<file path="src/rtl/core/nearest_center_stencil_select_assert.svh">
// assertion macros shared by the stencil select rtl
`ifndef NEAREST_CENTER_STENCIL_SELECT_ASSERT_SVH
`define NEAREST_CENTER_STENCIL_SELECT_ASSERT_SVH

// same-cycle implication, checked out of reset
`define NCSS_ASSERT_SAME(label, ante, cons, msg) \
    label: assert property (@(posedge aclk) disable iff (!aresetn) (ante) |-> (cons)) \
        else $error(msg);

// next-cycle implication, checked out of reset
`define NCSS_ASSERT_NEXT(label, ante, cons, msg) \
    label: assert property (@(posedge aclk) disable iff (!aresetn) (ante) |=> (cons)) \
        else $error(msg);

`endif

</file>
<file path="src/rtl/core/ncss_pkg.sv">
package ncss_pkg;

    localparam int COORD_BITS = 16;
    localparam int DIST_BITS  = 2 * COORD_BITS + 2;
    localparam int INDEX_BITS = 8;
    localparam int SQ_BITS    = 2 * COORD_BITS + 1;

    // operation codes
    typedef enum logic [1:0] {
        OP_LOAD  = 2'd0,
        OP_QUERY = 2'd1,
        OP_CLEAR = 2'd2
    } op_t;

    // configuration register indexes
    typedef enum logic {
        REG_DIMENSIONS = 1'b0,
        REG_NEIGHBORS  = 1'b1
    } cfg_reg_t;

    typedef struct packed {
        logic [1:0]                   operation;
        logic signed [COORD_BITS-1:0] coord_x;
        logic signed [COORD_BITS-1:0] coord_y;
        logic signed [COORD_BITS-1:0] coord_z;
    } in_item_t;

    typedef struct packed {
        logic [INDEX_BITS-1:0] neighbor_index;
        logic [DIST_BITS-1:0]  distance_sq;
        logic                  short_list;
        logic                  none_found;
        logic                  last;
    } out_item_t;

    // one stored center
    typedef struct packed {
        logic signed [COORD_BITS-1:0] z;
        logic signed [COORD_BITS-1:0] y;
        logic signed [COORD_BITS-1:0] x;
    } coord3_t;

    // one entry of the best list
    typedef struct packed {
        logic [INDEX_BITS-1:0] idx;
        logic [DIST_BITS-1:0]  dsq;
    } entry_t;

    // candidate handed from the distance unit to the best list
    typedef struct packed {
        logic   valid;
        entry_t entry;
    } cand_t;

endpackage

</file>
<file path="src/rtl/core/ncss_dist_unit.sv">
module ncss_dist_unit import ncss_pkg::*; (
    input  logic                  aclk,
    input  logic                  aresetn,
    input  logic                  in_valid,
    input  logic [INDEX_BITS-1:0] in_idx,
    input  coord3_t               basis,
    input  coord3_t               query,
    input  logic [1:0]            dims,
    output logic                  busy,
    output cand_t                 cand
);

    logic signed [COORD_BITS:0]     dx, dy, dz;
    logic signed [2*COORD_BITS+1:0] px, py, pz;
    logic [SQ_BITS-1:0]             sq_x_reg, sq_y_reg, sq_z_reg;
    logic                           sq_v_reg;
    logic [INDEX_BITS-1:0]          sq_idx_reg;

    // per-axis difference and square
    always_comb begin
        dx = $signed({basis.x[COORD_BITS-1], basis.x}) - $signed({query.x[COORD_BITS-1], query.x});
        dy = $signed({basis.y[COORD_BITS-1], basis.y}) - $signed({query.y[COORD_BITS-1], query.y});
        dz = $signed({basis.z[COORD_BITS-1], basis.z}) - $signed({query.z[COORD_BITS-1], query.z});
        px = dx * dx;
        py = dy * dy;
        pz = dz * dz;
    end

    // square stage, unused axes drop out
    always_ff @(posedge aclk) begin
        if (!aresetn) begin
            sq_v_reg <= 1'b0;
        end else begin
            sq_v_reg <= in_valid;
        end
        sq_idx_reg <= in_idx;
        sq_x_reg   <= px[SQ_BITS-1:0];
        sq_y_reg   <= (dims >= 2'd2) ? py[SQ_BITS-1:0] : '0;
        sq_z_reg   <= (dims == 2'd3) ? pz[SQ_BITS-1:0] : '0;
    end

    // sum stage
    always_ff @(posedge aclk) begin
        if (!aresetn) begin
            cand.valid <= 1'b0;
        end else begin
            cand.valid <= sq_v_reg;
        end
        cand.entry.idx <= sq_idx_reg;
        cand.entry.dsq <= DIST_BITS'(sq_x_reg) + DIST_BITS'(sq_y_reg) + DIST_BITS'(sq_z_reg);
    end

    assign busy = sq_v_reg;

endmodule

</file>
<file path="config.mk">
export PLATFORM = sky130hd
export DESIGN_NAME = ncss_dist_unit
export DESIGN_NICKNAME = d
export VERILOG_FILES = /design/src/rtl/core/nearest_center_stencil_select_assert.svh /design/src/rtl/core/ncss_pkg.sv /design/src/rtl/core/ncss_dist_unit.sv
export SDC_FILE = /design/constraint.sdc
export NUM_CORES = 2
export LEC_CHECK = 0
export BUFFER_PORTS_ARGS = -buffer_cell sky130_fd_sc_hd__buf_4
export CAP_MARGIN = 5
export CORE_ASPECT_RATIO = 0.75
export CORE_MARGIN = 2
export CORE_UTILIZATION = 50
export CTS_CLUSTER_DIAMETER = 50
export DETAILED_ROUTE_END_ITERATION = 8
export GPL_TIMING_DRIVEN = 0
export PLACE_DENSITY = 0.69
export SYNTH_ARGS = -nofsm -noshare
export SYNTH_HDL_FRONTEND = slang
export SYNTH_SLANG_ARGS = --single-unit
export TNS_END_PERCENT = 10
</file>
<file path="constraint.sdc">
create_clock -name aclk -period 8.03 [get_ports aclk]
set_input_delay 0.4015 -clock aclk [delete_from_list [all_inputs] [get_ports aclk]]
set_output_delay 0.4015 -clock aclk [all_outputs]
set_load 0.1 [all_outputs]
</file>
## Yosys cells after proc, flatten, opt, wreduce, memory -nomap -nowiden

Index checks and enable logic that the tools add are counted.

- Register bits: 151
- Latch bits: 0
- Memories: 0
- Word-level logic and storage cells: 18
- Input port bits: 109
- Bits in writable memories: 0
- Memory bits (read-only): 0

- Order comparisons: 1
- Mux-type cells: 0
- Bitwise operators: 0
- Equal/unequal tests: 1
- $mul: 3
- Reduce and logical (&&, ||, !) cells: 0
- Divide/modulo/power cells: 0
- Shift-type cells: 0
- Add/subtract/negate cells: 5

Operator list:

| cell | number |
|---|---|
| 17-bit by 17-bit multiplier with 33-bit output | 3 |
| 16-bit by 16-bit subtractor with 17-bit output | 3 |
| 33-bit by 33-bit adder with 34-bit output | 1 |
| 34-bit by 33-bit adder with 34-bit output | 1 |
| 2-bit == test (second input constant) | 1 |
| 2-bit >= comparator (second input constant) | 1 |

## Depth between registers and ports, before layout

- Depth after elaboration: 2
- Depth in mapped cells: 37

## Least setup slack after synthesis

OpenSTA, ideal clock, no wires.

- Path type: input to register
- Start point: input basis[32] in the netlist's numbering
- End point: register sq_z_reg[26]
- Data arrival time: 7.693 ns
- Data required time: 7.896 ns
- Setup time: 0.134 ns
- Setup slack: 0.203 ns
- Cell stages on the path: 34
- Path through: inv_1 > ha_1 > fa_1 > nand2b_1 > a21boi_0 > o21ai_0 > a211oi_1 > nor3_1 > or2_2 > buf_2 > inv_1 > buf_4 > nand2_1 > fa_1 > inv_1 > fa_1 > inv_1 > fa_1 > inv_1 > fa_1 > fa_1 > inv_1 > fa_1 > inv_1 > ha_1 > a2111oi_2 > o21ai_0 > a31o_2 > a21oi_1 > o31ai_2 > a31oi_4 > o21bai_1 > a211oi_1 > a2111oi_2

- Word-level cells in the longest chain between the ends: 2

RTL lines:

| what | line | source |
|---|---|---|
| from (decl) | ncss_dist_unit.sv:6 | `input coord3_t basis,` |
| 16-bit by 16-bit subtractor with 17-bit output | ncss_dist_unit.sv:23 | `dz = $signed({basis.z[COORD_BITS-1], basis.z}) - $signed({query.z[COORD_BITS-1], query.z});` |
| 17-bit by 17-bit multiplier with 33-bit output | ncss_dist_unit.sv:26 | `pz = dz * dz;` |
| to (signal assigned) | ncss_dist_unit.sv:39 | `sq_z_reg <= (dims == 2'd3) ? pz[SQ_BITS-1:0] : '0;` |
| to (decl) | ncss_dist_unit.sv:15 | `logic [SQ_BITS-1:0] sq_x_reg, sq_y_reg, sq_z_reg;` |

No other way between the ends.
A chain may end at the register's enable or synchronous reset.

## Final worst setup path

- Start point: input basis[16] in the netlist's numbering
- End point: register sq_y_reg[32]

- Word-level cells in the longest chain between the ends: 2

RTL lines:

| what | line | source |
|---|---|---|
| 16-bit by 16-bit subtractor with 17-bit output | ncss_dist_unit.sv:22 | `dy = $signed({basis.y[COORD_BITS-1], basis.y}) - $signed({query.y[COORD_BITS-1], query.y});` |
| 17-bit by 17-bit multiplier with 33-bit output | ncss_dist_unit.sv:25 | `py = dy * dy;` |
| to (signal assigned) | ncss_dist_unit.sv:38 | `sq_y_reg <= (dims >= 2'd2) ? py[SQ_BITS-1:0] : '0;` |
| to (decl) | ncss_dist_unit.sv:15 |  |

No other way between the ends.

==> flow_summary.ini <==
[finish]
nNetsFinal = 5362
stdcell_count = 5082
drive_gt1_frac = 0.117
antenna_cells_inserted = 0
top_register = cand
largest_reg_flops = 43
area_growth_pct = 12.3
final_area_um2 = 40300

[critical_path]
r2r_setup_slack_ns = 4.82
cp.arrival_ns = 8.21
crit_family = adder cells
worstPathRequired_ns = 8.36
slowest_delay_ns = 0.58
critPathBufInv = 11
slowest_stage = fa_1
worstSetupPathType = primary input to flip-flop
cp_max_fo = 10
cp-start-kind = primary input
worstSetupEndpointType = flip-flop

[clock_network]
hold_buffers = 0
ctsHtreeMaxLevel = 4
cts_tree = yes
cts_sinks = 148
clk_latency_ns = 0.43
path_clk_slew_ns = 0.06
cts_buffers = 17
cts_root_buf = clkbuf_16
ctsLongestPathBuffers = 2

[route]
vias_per_cell = 5.09
drtIter0Drc = 1566
drc_errors = 0
drt-pass1-iter-count = 5
wirelength_mm = 83.5
routedWlPerCell_um = 16.4
vias = 25842
postRouteAntennaNets = 0

[sta]
rsz0062_at_grt = true
fin_skew_ns = 0.0110
slew_violations = 0
timing.setup.tns_ns = 0
worst_slack_ns = 0.151
tightest_slew_ns = 1.21
finalSetupViolCount = 0
slew_headroom = 0.190
finalCritPeriodShare = 0.981
fmax_mhz = 127
finalHoldViolations = 0
post-route-min-period_ns = 7.88

[placement]
io_buffer_count = 151
detailed_place_hpwl_mm = 71.9
placedInstanceArea_um2 = 38300
place.gp.congestion = 0.927
pre_cts_slack_ns = -1.42
dp.cells = 4991

[floorplan]
start_util = 0.502
dieHeight_um = 236
ios = 153
die-area_um2 = 74000
fp-row-count = 85
die_w_um = 313
core-area_um2 = 71500

[synthesis]
yosys-top-cells-area = fa_1, inv_1, ha_1, dfxtp_1, nor2_1
synthArstFlopShare = 0
seq_area_frac_synth = 0.0825
syn_area_um2 = 35900
post-synth-top-area-cell = fa_1
ys_seq_elements = 148
yosys_warnings = 0
synth_cell_types = 94
synth_edf_count = 0
synth_cells = 3880
yosysTopAreaCellShare = 0.462
syn_avg_cell_area_um2 = 9.26
synth_ff_type = dfxtp_1

[global_route]
grt.total_usage = 0.236
grt_pass1_wl_mm = 138
overflow = 0
antenna_found_initial = 1
grt_max_degree = 17
grt_pass1_vias = 27054

[outcome]
status = finished, final reports clean

[flow_run]
drv_cap = 0

[hold_path]
hp-class = primary input to flip-flop
[synthesized netlist by cell type (29+ instances only)]
master    count
a21o_1       60
nor2_1      334
fa_1        828
a21oi_1     133
nand2_1     303
clkbuf_1     62
and2_1       41
nand3_1      29
xor2_1       48
o21ai_0      50
inv_1      1047
xnor2_1     115
ha_1        313
dfxtp_1     148
[final timing paths]
kind                 startpoint            end  depth (start not counted)
setup / recovery      basis[16]   sq_y_reg[32]                         36
hold / removal        in_idx[4]  sq_idx_reg[4]                          1
setup reg to reg    sq_z_reg[9]       cand[31]                         11
hold reg to reg   sq_idx_reg[3]       cand[37]                          0
[cell families after synthesis]
group	synth area share
fa+ha+maj	0.571
buf+inv	0.122
xor+xnor	0.0411
other cells	0.000104
flops	0.0825
mux	0.00111
simple gates	0.104
compound gates	0.0786
[cells in the final DEF, fill, tap and decap left out, drive strengths merged, types with 12 or more instances in the layout]
| cell type | n |
|---|---|
| o21bai | 17 |
| o21ai | 63 |
| xor2 | 48 |
| and2 | 41 |
| nor3 | 26 |
| o21a | 26 |
| nand2b | 27 |
| nand4 | 12 |
| fa | 828 |
| ha | 313 |
| buf | 240 |
| clkbuf | 79 |
| dfxtp | 148 |
| a21oi | 135 |
| nand3 | 29 |
| nand2 | 306 |
| inv | 1068 |
| a211oi | 17 |
| nor2b | 25 |
| or3 | 12 |
| xnor2 | 118 |
| nor2 | 336 |
| a21o | 61 |
[through the flow]
stage               hold slack (ns)   util
floorplan                     0.310      -
global placement              0.310  0.535
detailed placement            0.312  0.535
CTS                          0.0565  0.551
global route                 0.0491  0.564
finish                       0.0726  0.564
[worst reg2reg max path: stages (launching register included)]
cell and delay (ns):
dfxtp_1 0.38, fa_1 0.44, ha_1 0.42, nand4_1 0.19, or2_0 0.27, o211ai_2 0.19, a41oi_2 0.18, o21a_4 0.26
o41ai_4 0.37, a21oi_2 0.13, nor2b_1 0.17, xnor2_1 0.11
[area by class of cell]
type                       instances  area (um2)
fill                            6341       31100
multi-input combinational       2577       29400
inverter                        1068        4050
sequential                       148        2960
timing repair buffer             217        1650
tap                              957        1200
buffer                            83         508
clock buffer                      19         443
clock inverter                    13         125
[routing by layer]
layer	global-route usage	vias to the layer above	wire length, um
li1	-	12024	-
met1	0.339	12882	37300
met2	0.361	851	37000
met3	0.0635	83	7690
met4	0.0445	2	1420
met5	0	-	18
[what timing repair did]
action / CTS / global route
buffers inserted: 15 / 50
pin swaps: 11 / 56
setup endpoints to repair: 47 / 42
gates resized for setup: 95 / 170
Power is not shown: default switching activity piles up to over one toggle a cycle in this logic, so the estimate is an artifact.
