--- src/rtl/core/nearest_center_stencil_select_assert.svh ---
// assertion macros shared by the stencil select rtl
`ifndef NEAREST_CENTER_STENCIL_SELECT_ASSERT_SVH
`define NEAREST_CENTER_STENCIL_SELECT_ASSERT_SVH

// same-cycle implication, checked out of reset
`define NCSS_ASSERT_SAME(label, ante, cons, msg) \
    label: assert property (@(posedge aclk) disable iff (!aresetn) (ante) |-> (cons)) \
        else $error(msg);

// next-cycle implication, checked out of reset
`define NCSS_ASSERT_NEXT(label, ante, cons, msg) \
    label: assert property (@(posedge aclk) disable iff (!aresetn) (ante) |=> (cons)) \
        else $error(msg);

`endif

--- src/rtl/core/ncss_pkg.sv ---
package ncss_pkg;

    localparam int COORD_BITS = 16;
    localparam int DIST_BITS  = 2 * COORD_BITS + 2;
    localparam int INDEX_BITS = 8;
    localparam int SQ_BITS    = 2 * COORD_BITS + 1;

    // operation codes
    typedef enum logic [1:0] {
        OP_LOAD  = 2'd0,
        OP_QUERY = 2'd1,
        OP_CLEAR = 2'd2
    } op_t;

    // configuration register indexes
    typedef enum logic {
        REG_DIMENSIONS = 1'b0,
        REG_NEIGHBORS  = 1'b1
    } cfg_reg_t;

    typedef struct packed {
        logic [1:0]                   operation;
        logic signed [COORD_BITS-1:0] coord_x;
        logic signed [COORD_BITS-1:0] coord_y;
        logic signed [COORD_BITS-1:0] coord_z;
    } in_item_t;

    typedef struct packed {
        logic [INDEX_BITS-1:0] neighbor_index;
        logic [DIST_BITS-1:0]  distance_sq;
        logic                  short_list;
        logic                  none_found;
        logic                  last;
    } out_item_t;

    // one stored center
    typedef struct packed {
        logic signed [COORD_BITS-1:0] z;
        logic signed [COORD_BITS-1:0] y;
        logic signed [COORD_BITS-1:0] x;
    } coord3_t;

    // one entry of the best list
    typedef struct packed {
        logic [INDEX_BITS-1:0] idx;
        logic [DIST_BITS-1:0]  dsq;
    } entry_t;

    // candidate handed from the distance unit to the best list
    typedef struct packed {
        logic   valid;
        entry_t entry;
    } cand_t;

endpackage

--- src/rtl/core/ncss_best_list.sv ---
module ncss_best_list import ncss_pkg::*; #(
    parameter int MAX_NEIGHBORS = 32
) (
    input  logic                                 aclk,
    input  logic                                 aresetn,
    input  logic                                 start,
    input  logic [$clog2(MAX_NEIGHBORS+1)-1:0]   k,
    input  cand_t                                cand,
    input  logic                                 pop,
    output entry_t                               head,
    output logic [$clog2(MAX_NEIGHBORS+1)-1:0]   filled
);

    localparam int KW = $clog2(MAX_NEIGHBORS + 1);

    entry_t          cell_reg [MAX_NEIGHBORS];
    logic [KW-1:0]   filled_reg;
    logic [MAX_NEIGHBORS-1:0] after;

    // cells at or past the insertion point
    always_comb begin
        for (int i = 0; i < MAX_NEIGHBORS; i++) begin
            after[i] = (KW'(i) >= filled_reg) || (cell_reg[i].dsq > cand.entry.dsq);
        end
    end

    // sorted row: insert with shift up, pop with shift down
    for (genvar g = 0; g < MAX_NEIGHBORS; g++) begin : g_cell
        always_ff @(posedge aclk) begin
            if (pop) begin
                if (g < MAX_NEIGHBORS - 1) begin
                    cell_reg[g] <= cell_reg[(g < MAX_NEIGHBORS - 1) ? g + 1 : g];
                end
            end else if (cand.valid && (KW'(g) < k) && after[g]) begin
                if (g > 0 && after[(g > 0) ? g - 1 : 0]) begin
                    cell_reg[g] <= cell_reg[(g > 0) ? g - 1 : 0];
                end else begin
                    cell_reg[g] <= cand.entry;
                end
            end
        end
    end

    // fill count
    always_ff @(posedge aclk) begin
        if (!aresetn) begin
            filled_reg <= '0;
        end else if (start) begin
            filled_reg <= '0;
        end else if (pop) begin
            filled_reg <= filled_reg - 1'b1;
        end else if (cand.valid && filled_reg < k) begin
            filled_reg <= filled_reg + 1'b1;
        end
    end

    assign head   = cell_reg[0];
    assign filled = filled_reg;

endmodule

--- config.mk ---
export PLATFORM = sky130hd
export DESIGN_NAME = ncss_best_list
export DESIGN_NICKNAME = d
export VERILOG_FILES = /design/src/rtl/core/nearest_center_stencil_select_assert.svh /design/src/rtl/core/ncss_pkg.sv /design/src/rtl/core/ncss_best_list.sv
export SDC_FILE = /design/constraint.sdc
export NUM_CORES = 2
export LEC_CHECK = 0
export BUFFER_PORTS_ARGS = -buffer_cell sky130_fd_sc_hd__buf_2
export CORE_ASPECT_RATIO = 0.8
export CORE_MARGIN = 4
export CORE_UTILIZATION = 65
export DETAILED_ROUTE_END_ITERATION = 10
export PLACE_DENSITY = 0.82
export SLEW_MARGIN = 25
export SYNTH_ARGS = -nofsm -noshare
export SYNTH_HDL_FRONTEND = slang
export SYNTH_SLANG_ARGS = --single-unit
export TNS_END_PERCENT = 100
--- constraint.sdc ---
create_clock -name aclk -period 18.5 [get_ports aclk]
set_input_delay 1.85 -clock aclk [delete_from_list [all_inputs] [get_ports aclk]]
set_output_delay 1.85 -clock aclk [all_outputs]
set_load 0.02 [all_outputs]
Yosys cells after proc, flatten, opt, wreduce, memory -nomap -nowiden
Memories as Yosys holds them, arrays and structs flattened.
Index checks and enable logic that the tools add are counted.
Widths: inputs -> output; s select.

operators by class
  $lt $le $gt $ge = 97
  reductions and logical operators = 99
  bitwise logic cells = 63
  multiplexer cells = 317
  add/sub/neg operators = 2

operators with widths
  kind                 number
  $mux 42              62
  $gt 34x34->1         32
  $mux 1               253
  $ge 5x6->1 const A   16
  $lt 5x6->1 const A   16
  $logic_and 1x1->1    65
  $or 1x1->1           62
  $ge 4x6->1 const A   8
  $lt 4x6->1 const A   8
  $logic_or 1x1->1     32
  $ge 3x6->1 const A   4
  $lt 3x6->1 const A   4
  $ge 1x6->1 const A   2
  $ge 2x6->1 const A   2
  $lt 1x6->1 const A   2
  $lt 2x6->1 const A   2
  $mux 6               2
  $add 6x1->6 const B  1
  $lt 6x6->1           1
  $sub 6x1->6 const B  1
  $reduce_bool 2->1    1
  $reduce_or 2->1      1
  $not 1->1            1

word-level totals
  register bits = 6
  memories kept = 1
  input bits = 53
  output and inout bits = 48
  bits in writable memories = 1,344

memory list
  name      words  width  rd ports  clocked after memory_dff  wr ports  line                  RTL
  cell_reg  32     42     32        0                         32        ncss_best_list.sv:16  entry_t cell_reg [MAX_NEIGHBORS];

Logic depth before layout (Yosys ltp)
  depth in word-level cells = 8
  depth in mapped cells = 14

Worst setup path after synthesis
Ideal clock, no wire load.

  kind = input port to flip-flop
  start point = input port cand[32] in the netlist's numbering
  end point = memory cell_reg[0][100] in the netlist's numbering, enable pin
  setup time = 0.504 ns
  path slack = 10.588 ns
  stages = 11
  data arrival time = 7.408 ns
  buffers on the path = 2
  cell sequence = inv_1 ha_1 nand4_1 nor4_1 nand3_1 o221ai_1 a21oi_1 or2_2 buf_2 buf_2 o31ai_1

RTL lines
  item                line                  RTL
  start: declaration  ncss_best_list.sv:8   input cand_t cand,
  end: declaration    ncss_best_list.sv:16

==> summary.txt <==
Status
  – Status: finished clean

Hold path
  – Hold Startpoint: cell_reg[0][250]
  – Worst min path class: reg -> reg
  – Hold Path Depth: 2
  – Hold Path End: cell_reg[0][208]

Timing
  – Min Hold Slack: around 0.56 ns
  – Slew Limit Fails: 0
  – Final Skew: around 0.036 ns
  – Achievable frequency: around 140 MHz
  – Unrepaired setup endpoints after global routing: no
  – Final setup vio count: 0
  – Tmin final: approximately 7.3 ns
  – Slew margin rel.: 0.202
  – Slew @ Worst Pin: 1.19 ns
  – Final hold vios: 0
  – Setup TNS: 0 ns
  – Final period util: 0.395

Route
  – Vias per inst: roughly 7
  – Vias: 76,036
  – Initial DRC count: roughly 10,000
  – Final WL: about 290,000 µm
  – Post-route ant nets: 0
  – 1st-pass router iterations: 9
  – DRC errors left: 0
  – WL/cell: around 27 µm

Setup path
  – FF-to-FF Start: cell_reg[0][364]
  – Largest stage delay, worst path: 0.86 ns
  – Most used cell, CP: buf_4
  – CP Capture Type: register
  – Critical path peak fanout: 84
  – CP top delay family: simple AND/OR/NAND/NOR gates
  – Cells on worst reg2reg path: 11
  – FF-to-FF setup slack: between 10 and 15 ns
  – Setup Crit Path Kind: in -> reg
  – Worst Path Arrival: approximately 7.8 ns
  – Crit Reg-Reg Endpoint: cell_reg[0][374]
  – Worst EP required: approximately 19 ns
  – Crit-path slowest cell: nor4bb_1
  – Worst path bufs/invs: 5
  – Crit-path cells: buf_2, inv_1, buf_4, ha_1, nand4_1, nor4_1, nor4bb_1, a31oi_1, a21oi_4, buf_4, nor4_4, buf_4, nor2_1, a21oi_1
  – CP startpoint kind: input port

Floorplan
  – Row count: 124
  – Die height: between 300 and 400 µm
  – I/O pin count: a little over 100
  – Placeable Area: about 140,000 µm²
  – Initial Utilization: 0.654
  – Die area: 150,000 µm²
  – Die width: ~430 µm

Yosys
  – Syn Inst Count: between 9,000 and 10,000
  – Synth Cell Area: between 90,000 and 100,000 µm²
  – Asr flop ratio synth: 0
  – EDFF count, synth: approximately 1,300
  – Largest cells by area after synthesis: edfxtp_1 43%, ha_1 15%, mux2i_1 11%
  – Synthesis-stage register bit count: 1,350
  – Ys Warns: 0
  – Cell accounting for the most synthesized area: edfxtp_1
  – Post-synth top area share: 0.432
  – Syn_nets: 10,207
  – Post-synthesis sequential area ratio: 0.433
  – Post-synth top flop: edfxtp_1
  – Synth unique cells: approximately 80
  – Syn avg cell area: approximately 10 µm²

Clock network
  – Root Driver: clkbuf_16
  – TritonCTS Buffers: approximately 150
  – Post-CTS Hold Buffers: 0
  – Worst skew pair latency: roughly 0.83 ns
  – CTS Buffer Depth: 3
  – TritonCTS clock tree: built
  – CTS Sinks: 1,350
  – Postcts setup bufs: 0
  – CTS HTree Levels: 4
  – # resized after CTS: 0
  – Clock-pin slew on the worst setup and hold paths: 0.06 ns

Pwr
  – VDD IR max: between 90 and 100 µV
  – PD cells: between 100 and 150 nW/µm²
  – Leak Pwr: approximately 0.043 µW

Layout
  – Fin nets: 9,972
  – Most common cell after layout, fill and taps aside: edfxtp_1
  – Largest register FFs: roughly 1,300
  – FILL cells: approximately 10,000
  – Area delta synth->final: 7.08%
  – Layout cell share with drive strength beyond 1: 0.0876
  – Post-route cell area: 100,000 µm²
  – Most frequent cells in the layout: 1,344 x edfxtp_1, 1,097 x ha_1, 1,040 x a21oi_1

GRT
  – Initial antenna violation count: 11
  – Gr ovfl total: 0
  – Vias in the first global route: between 70,000 and 80,000
  – Gr usage total: 0.379
  – Global-route wire length before repair: 442,000 µm
  – Largest net degree at the start of global routing: 85

Placed design
  – Cell area after placement: 95,300 µm²
  – Detailed placement HPWL: approximately 210,000 µm
  – I/O Buffers: 100
  – GPL Wtd Cong: roughly 1

Run
  – Max_cap viols: 0
-- kinds of logic after synthesis --
family,Yosys count,share of synthesized area
buffers and inverters,758,0.0357
AND/OR/NAND/NOR,2216,0.104
adder cells (fa/ha/maj),1097,0.147
multiplexers,1253,0.139
AO/OA/AOI/OAI,2383,0.141
flip-flops,1350,0.433
-- layout make-up --
class / instances / area [µm²] / area share
Antenna cell: 4 / 10.0 / 0.000100
Timing Repair Buffer: 243 / 1570 / 0.0157
Clock inverter: 86 / 867 / 0.00866
Multi-Input combinational cell: 6949 / 50500 / 0.505
Sequential cell: 1350 / 40500 / 0.404
Inverter: 133 / 499 / 0.00499
Tap cell: 1890 / 2360 / 0.0236
Clock buffer: 175 / 3780 / 0.0378
-- Yosys cell counts, types with 8 or more instances --
cell type,n
nor2b_1,41
buf_2,196
and4_1,42
mux2i_1,1038
ha_1,1097
nand2_1,891
nor2_1,772
o21ai_1,109
a211oi_1,38
inv_1,128
o21a_1,21
and3_1,12
a221o_1,8
buf_1,33
mux2_2,167
edfxtp_1,1344
or2_2,13
and2_1,10
o211ai_1,18
nand2b_1,26
o31ai_1,12
nand4_1,206
a21oi_1,1044
nor3_1,61
o221ai_1,10
a31oi_1,58
a221oi_1,40
a21o_1,183
nand3_1,58
a2111oi_0,9
buf_4,50
o21ai_0,776
clkbuf_1,339
mux2_4,48
nor4_1,44
-- power breakdown --
group	total, µW	internal [µW]	leakage (µW)	switching, µW
combinational	3060	1200	0.0269	1860
clock	3000	1670	0.00226	1330
sequential	4750	4180	0.0135	569
-- layer usage --
| layer | wire length, µm | up-vias | GRT usage |
|---|---|---|---|
| met5 | 99 | - | 0 |
| met4 | 7740 | 10 | 0.103 |
| met3 | 41200 | 588 | 0.112 |
| met2 | 119000 | 4981 | 0.533 |
| met1 | 123000 | 36906 | 0.571 |
| li1 | - | 33551 | - |
-- worst max path at each step --
| stage | startpoint | endpoint | cells after the start |
|---|---|---|---|
| 3_3_place_gp | cand[27] | cell_reg[0][454] | 11 |
| 6_report | cand[26] | cell_reg[0][374] | 14 |
| 2_1_floorplan | cand[32] | cell_reg[0][100] | 11 |
| 5_1_grt | cand[26] | cell_reg[0][374] | 14 |
| 4_1_cts | cand[32] | cell_reg[1][222] | 13 |
| 3_5_place_dp | cand[32] | cell_reg[1][245] | 13 |
-- stage by stage --
| stage | setup slack [ns] | std cells | util | power [µW] |
|---|---|---|---|---|
| 5_1_grt | 11.14 | 10826 | 0.700 | 11300 |
| 2_1_floorplan | 10.59 | 9057 | - | 6700 |
| 4_1_cts | 11.60 | 10826 | 0.700 | 10700 |
| 3_3_place_gp | 10.67 | 10565 | 0.667 | 7540 |
| 3_5_place_dp | 10.79 | 10565 | 0.667 | 7720 |
| 6_report | 11.20 | 10830 | 0.700 | 10800 |
-- worst reg2reg max path, cell delays in order, from the launching register on --
cell and delay, ns:
edfxtp_1 0.43, ha_1 0.32, nand4_1 0.30, nor4_1 0.84
nor4bb_1 0.86, a31oi_1 0.37, a21oi_4 0.78, buf_4 0.57
nor4_4 0.08, buf_4 0.40, nor2_1 0.32, a21oi_1 0.06
Note: power is estimated with default switching activity, not from simulation.
